--- src/sv/ddot_pkg.sv ---
// shared types and constants for the digest dedup offset table
package ddot_pkg;

  localparam int unsigned DIG_W  = 64;
  localparam int unsigned OFF_W  = 32;
  localparam int unsigned SLOT_W = 6;
  localparam int unsigned SLOT_N = 64;

  // search token walking down the cell chain
  typedef struct packed {
    logic              valid;
    logic              found;
    logic [DIG_W-1:0]  dig_hi;
    logic [DIG_W-1:0]  dig_lo;
    logic [OFF_W-1:0]  off;
    logic [SLOT_W-1:0] slot;
  } tok_t;

  // append write broadcast to all cells
  typedef struct packed {
    logic             en;
    logic [DIG_W-1:0] dig_hi;
    logic [DIG_W-1:0] dig_lo;
    logic [OFF_W-1:0] off;
  } wr_t;

endpackage

--- src/sv/ddot_cell.sv ---
// one table entry: stores digest and offset, checks the passing search token
module ddot_cell import ddot_pkg::*; #(
  parameter int unsigned ENTRIES = 64,
  parameter int unsigned K       = 0,
  localparam int unsigned IDX_W  = (ENTRIES > 1) ? $clog2(ENTRIES) : 1,
  localparam int unsigned CNT_W  = $clog2(ENTRIES + 1)
) (
  input  logic             clk_i,
  input  logic             rst_ni,
  input  logic [CNT_W-1:0] used_i,
  input  tok_t             tok_i,
  output tok_t             tok_o,
  input  wr_t              wr_i,
  input  logic [IDX_W-1:0] wr_idx_i
);

  localparam logic [SLOT_W-1:0] MySlot = SLOT_W'(K % SLOT_N);

  logic [DIG_W-1:0] hi_q;
  logic [DIG_W-1:0] lo_q;
  logic [OFF_W-1:0] off_q;
  logic             match;
  tok_t             tok_d;
  tok_t             tok_q;

  always_ff @(posedge clk_i) begin
    if (wr_i.en && (wr_idx_i == IDX_W'(K))) begin
      hi_q  <= wr_i.dig_hi;
      lo_q  <= wr_i.dig_lo;
      off_q <= wr_i.off;
    end
  end

  // only filled entries take part
  assign match = tok_i.valid && !tok_i.found && (CNT_W'(K) < used_i) &&
                 (hi_q == tok_i.dig_hi) && (lo_q == tok_i.dig_lo);

  always_comb begin
    tok_d = tok_i;
    if (match) begin
      tok_d.found = 1'b1;
      tok_d.off   = off_q;
      tok_d.slot  = MySlot;
    end
  end

  always_ff @(posedge clk_i or negedge rst_ni) begin
    if (!rst_ni) begin
      tok_q <= '0;
    end else begin
      tok_q <= tok_d;
    end
  end

  assign tok_o = tok_q;

endmodule

--- config.mk ---
export PLATFORM = sky130hd
export DESIGN_NAME = ddot_cell
export DESIGN_NICKNAME = d
export VERILOG_FILES = /design/src/sv/ddot_pkg.sv /design/src/sv/ddot_cell.sv
export SDC_FILE = /design/constraint.sdc
export NUM_CORES = 1
export LEC_CHECK = 0
export BUFFER_PORTS_ARGS = -buffer_cell sky130_fd_sc_hd__buf_2
export CAP_MARGIN = 40
export CORE_AREA = 2 2 197 199
export CTS_BUF_LIST = sky130_fd_sc_hd__clkbuf_8
export DETAILED_ROUTE_END_ITERATION = 10
export DIE_AREA = 0 0 199 201
export PLACE_DENSITY_LB_ADDON = 0.3
export SYNTH_ARGS = -nofsm -noshare
export SYNTH_HDL_FRONTEND = slang
export SYNTH_SLANG_ARGS = --single-unit
--- constraint.sdc ---
create_clock -name clk_i -period 3.1 [get_ports clk_i]
set_clock_uncertainty 0.15 [all_clocks]
set_input_delay 0.62 -clock clk_i [delete_from_list [all_inputs] [get_ports clk_i]]
set_output_delay 0.62 -clock clk_i [all_outputs]
set_load 0.05 [all_outputs]
---- Word-level counts from Yosys, hierarchy flattened ----
Cells that the tools add are included.
word-level totals
  register bits after elaboration ......... 328
  output and inout port bits .............. 168
  logic and storage cells ................. 21
operators by class
  magnitude comparators ................... 1
  equal/unequal tests ..................... 2
  muxes and demuxes ....................... 2
  reduce and logical (&&, ||, !) cells .... 7
operator list
  cell                  count
  $eq A64 B64 Y1        2
  $mux W38              1
  $lt A1 B7 Y1 const A  1
  $logic_not A6 Y1      1
  $logic_and A1 B1 Y1   5
  $logic_not A1 Y1      1
  $mux W1               1

---- Longest topological paths before layout ----
  depth after elaboration ................. 6
  depth in mapped cells ................... 8
  gate-level depth less buffers ........... 6

---- Least setup slack after synthesis ----
OpenSTA, ideal clock, no wires.
  path type ............................... input to register
  from .................................... input port wr_idx_i[2]
  to ...................................... register hi_q[0] (enable)
  arrival ................................. 16,334 ps
  setup slack ............................. -14,473 ps
  cell stages on the path ................. 2
  cell sequence ........................... or4b_2 nor4_1
on the way
  word-level cells in the longest chain between the ends .. 2
RTL lines
  element                 line             text
  start: declaration      ddot_cell.sv:14  input logic [IDX_W-1:0] wr_idx_i
  $logic_not A6 Y1        ddot_cell.sv:27  if (wr_i.en && (wr_idx_i == IDX_W'(K))) begin
  $logic_and A1 B1 Y1     ddot_cell.sv:27
  end signal: assignment  ddot_cell.sv:28  hi_q <= wr_i.dig_hi;
  end: declaration        ddot_cell.sv:19  logic [DIG_W-1:0] hi_q;
Every way passes these cells.
A chain may end at the register's enable or synchronous reset.

==> impl_metrics.csv <==
group,metric,value,unit
synthesis,syn-cell-area,11200,sq um
critical_path,reg2reg_depth,7,
grt,grt_pass1_vias,9775,
job,drv_cap,0,
clock_tree,cts_inserted_buffers,55,
synthesis,avgSynthCellArea,18.3,sq um
pwr,powerDensity,532,nW/um^2
finish,area_growth,66.9,%
placed_design,placedInstanceArea,14700,sq um
critical_path,critPathArrivalTime,3340,ps
die,initial_core_util,29.3,%
grt,grt-busiest-layer,"met2",
grt,grt.met1_usage,20.1,%
sta,post-route-period-util,97.0,%
critical_path,critPathBufInv,4,
grt,grt_antenna_before_repair,6,
hold_path,hp-start,"tok_i[121]",
routing,postRouteAntennaNets,0,
finish,final_nets,1824,
finish,layout-drive-gt1-share,43.0,%
critical_path,endpoint_kind,"flop",
clock_tree,htreeDepth,2,
critical_path,r2r-end,"tok_o[30]",
die,core_area,38100,sq um
die,fp.dieW,199,um
critical_path,crit_slowest_cell,"dlygate4sd3_1",
routing,routed_via_density,4.17,
routing,drt_iter0_drc,242,
sta,fmax,0.333,GHz
clock_tree,worstSkewPairLatency,610,ps
finish,final_common_cell,"buf_2",
grt,grt_pass1_wl,55600,um
grt,grtUsageMet3,4.96,%
die,num_io_pins,512,
status,status,"completed",
die,rows,72,
grt,grt_util_all_layers,19.0,%
synthesis,synth_nets,955,
clock_tree,path_clk_slew,60,ps
pwr,pwr-share-comb,13.2,%
pwr,p_sw,2.54,mW
synthesis,netlist-cell-type-count,29,
critical_path,crit_family,"simple AND/OR/NAND/NOR gates",
critical_path,cp.depth,10,
pwr,p_sw_share,25.6,%
pwr,p_int,7.39,mW
synthesis,ys_warn_count,0,
clock_tree,ctsRootBufferMaster,"clkbuf_8",
hold_path,hold_end,"tok_o[121]",
critical_path,path_cells,"dlygate4sd3_1 -> buf_2 -> xor2_1 -> nor4_2 -> nand3_1 -> nor4_1 -> buf_4 -> nand4_1 -> buf_12 -> mux2_2",
placed_design,place_congestion,0.831,
synthesis,postSynthRegisterBits,328,
sta,drv_slew,0,
clock_tree,cts_num_sinks,328,
grt,grt_max_degree,72,
grt,overflow,0,
clock_tree,cts_tree,"yes",
critical_path,crit_required,3430,ps
finish,final_cell_area,18700,sq um
critical_path,crit_start,"tok_i[140]",
pwr,clockPowerShare,39.1,%
clock_tree,cts_setup_buffers,0,
pwr,total_power,9.93,mW
sta,fin_crit,3010,ps
sta,hold_viol,0,
sta,setup_violations,0,
sta,relSlewSlack,60.3,%
critical_path,worstSetupPathType,"input pin to flop",
die,die-area,40000,sq um
finish,final_cell_mix,"buf_2 (510), dlygate4sd3_1 (282), dfrtp_1 (168), edfxtp_1 (160), clkbuf_8 (65)",
die,die_y,201,um
synthesis,synth.yosys.seq_area_share,80.6,%
hold_path,hp-class,"input pin to flop",
routing,route.vias.total,8534,
critical_path,worstPathMaxFanout,39,
placed_design,post-dp-hpwl,27500,um
routing,drc_errors,0,
routing,wirelength,38100,um
critical_path,cpPeakStageDelay,550,ps
critical_path,critPathLaunchType,"input pin",
critical_path,r2r_slack,350,ps
routing,firstDrtPassIters,4,
grt,grt_use_met2,35.2,%
synthesis,synthCells,611,
sta,worst-slew-pin-transition,596,ps
pwr,p_leak,8.19,nW
hold_path,hold_path_depth,1,
critical_path,r2r_start,"hi_q[22]",
pwr,peakVddDrop,0.365,mV
pwr,p_seq_share,47.7,%
routing,routedWlPerCell,18.6,um
placed_design,port_buffers,511,
sta,rsz0062_at_grt,"no",
clock_tree,clockBufferDepth,3,
[how the worst max path moves through the flow]
stage,to
final,tok_o[30]
after global routing,tok_o[30]
after CTS,tok_o[21]
after detailed placement,tok_o[36]
after global placement,tok_o[36]
after floorplan,hi_q[0]
[per-layer routing]
metal,part of all wire (%),vias up
met5,0.081,-
met4,3.1,6
met3,6.9,85
met2,53,393
met1,37,4083
li1,-,3967
[cell usage after synthesis]
cell type | number | area [sq um]
a2111oi_0 | 11 | 96.3
a2111oi_2 | 1 | 15.0
a221oi_1 | 4 | 35.0
a222oi_1 | 1 | 10.0
and2_1 | 6 | 37.5
buf_2 | 2 | 10.0
buf_4 | 1 | 7.51
buf_6 | 1 | 11.3
dfrtp_1 | 168 | 4200
edfxtp_1 | 160 | 4800
inv_1 | 22 | 82.6
inv_2 | 2 | 7.51
mux2_2 | 29 | 327
mux2_4 | 3 | 45.0
nand2_1 | 1 | 3.75
nand2b_1 | 37 | 231
nand3_1 | 1 | 5.00
nand4_1 | 15 | 93.8
nor2_1 | 1 | 3.75
nor2b_1 | 37 | 231
nor3_1 | 1 | 5.00
nor4_1 | 18 | 113
nor4b_1 | 1 | 8.76
o2111a_1 | 12 | 135
o22ai_1 | 3 | 18.8
or4_1 | 1 | 7.51
or4b_2 | 1 | 10.0
xnor2_1 | 15 | 131
xor2_1 | 56 | 490
[per-stage QoR]
| step | worst slack (ps) | setup TNS [ps] | hold slack (ps) | cells | utilization, % |
|---|---|---|---|---|---|
| final | 93.3 | 0 | 55.7 | 2047 | 49.0 |
| after global routing | 9.43 | 0 | 15.7 | 2046 | 49.0 |
| after CTS | 0.606 | 0 | 3.80 | 2044 | 48.8 |
| after detailed placement | -211 | -6730 | 314 | 1659 | 38.4 |
| after global placement | -469 | -16690 | 308 | 1658 | 38.4 |
| after floorplan | -3770 | -603800 | 174 | 611 | - |
[what timing repair did]
item | 4_1_cts | 5_1_grt
gates resized for setup | 0 | 11
hold buffers | 282 | 0
setup endpoints to repair | 0 | 38
endpoints found under the hold margin | 344 | 0
[registers in the layout (all words and copies together), names as in the netlist]
name	count
tok_o	168
hi_q	64
lo_q	64
off_q	32
[cells by family after synthesis]
family	Yosys count	share of synthesized area (%)
flops	328	80.6
simple gates	120	6.71
xor+xnor	71	5.56
compound gates	32	2.77
mux	32	3.32
buf+inv	28	1.06
[area by class of cell]
class                           instances  area, sq um
Multi-Input combinational cell        255         2120
Antenna cell                            3         7.51
Fill cell                            3303        19400
Tap cell                              518          648
Clock buffer                           64          881
Inverter                               24         90.1
Clock inverter                         39          249
Sequential cell                       328         9010
Timing Repair Buffer                  816         5650
[power by group through the flow]
| stage | logic [mW] | clock network (mW) | registers [mW] |
|---|---|---|---|
| after floorplan | 0.106 | 0 | 5.23 |
| after global placement | 1.01 | 0 | 4.82 |
| after detailed placement | 1.02 | 0 | 4.82 |
| after CTS | 1.31 | 4.02 | 4.73 |
| after global routing | 1.39 | 4.20 | 4.74 |
| final | 1.31 | 3.88 | 4.74 |
No activity file was read; power rests on OpenSTA's default activity.
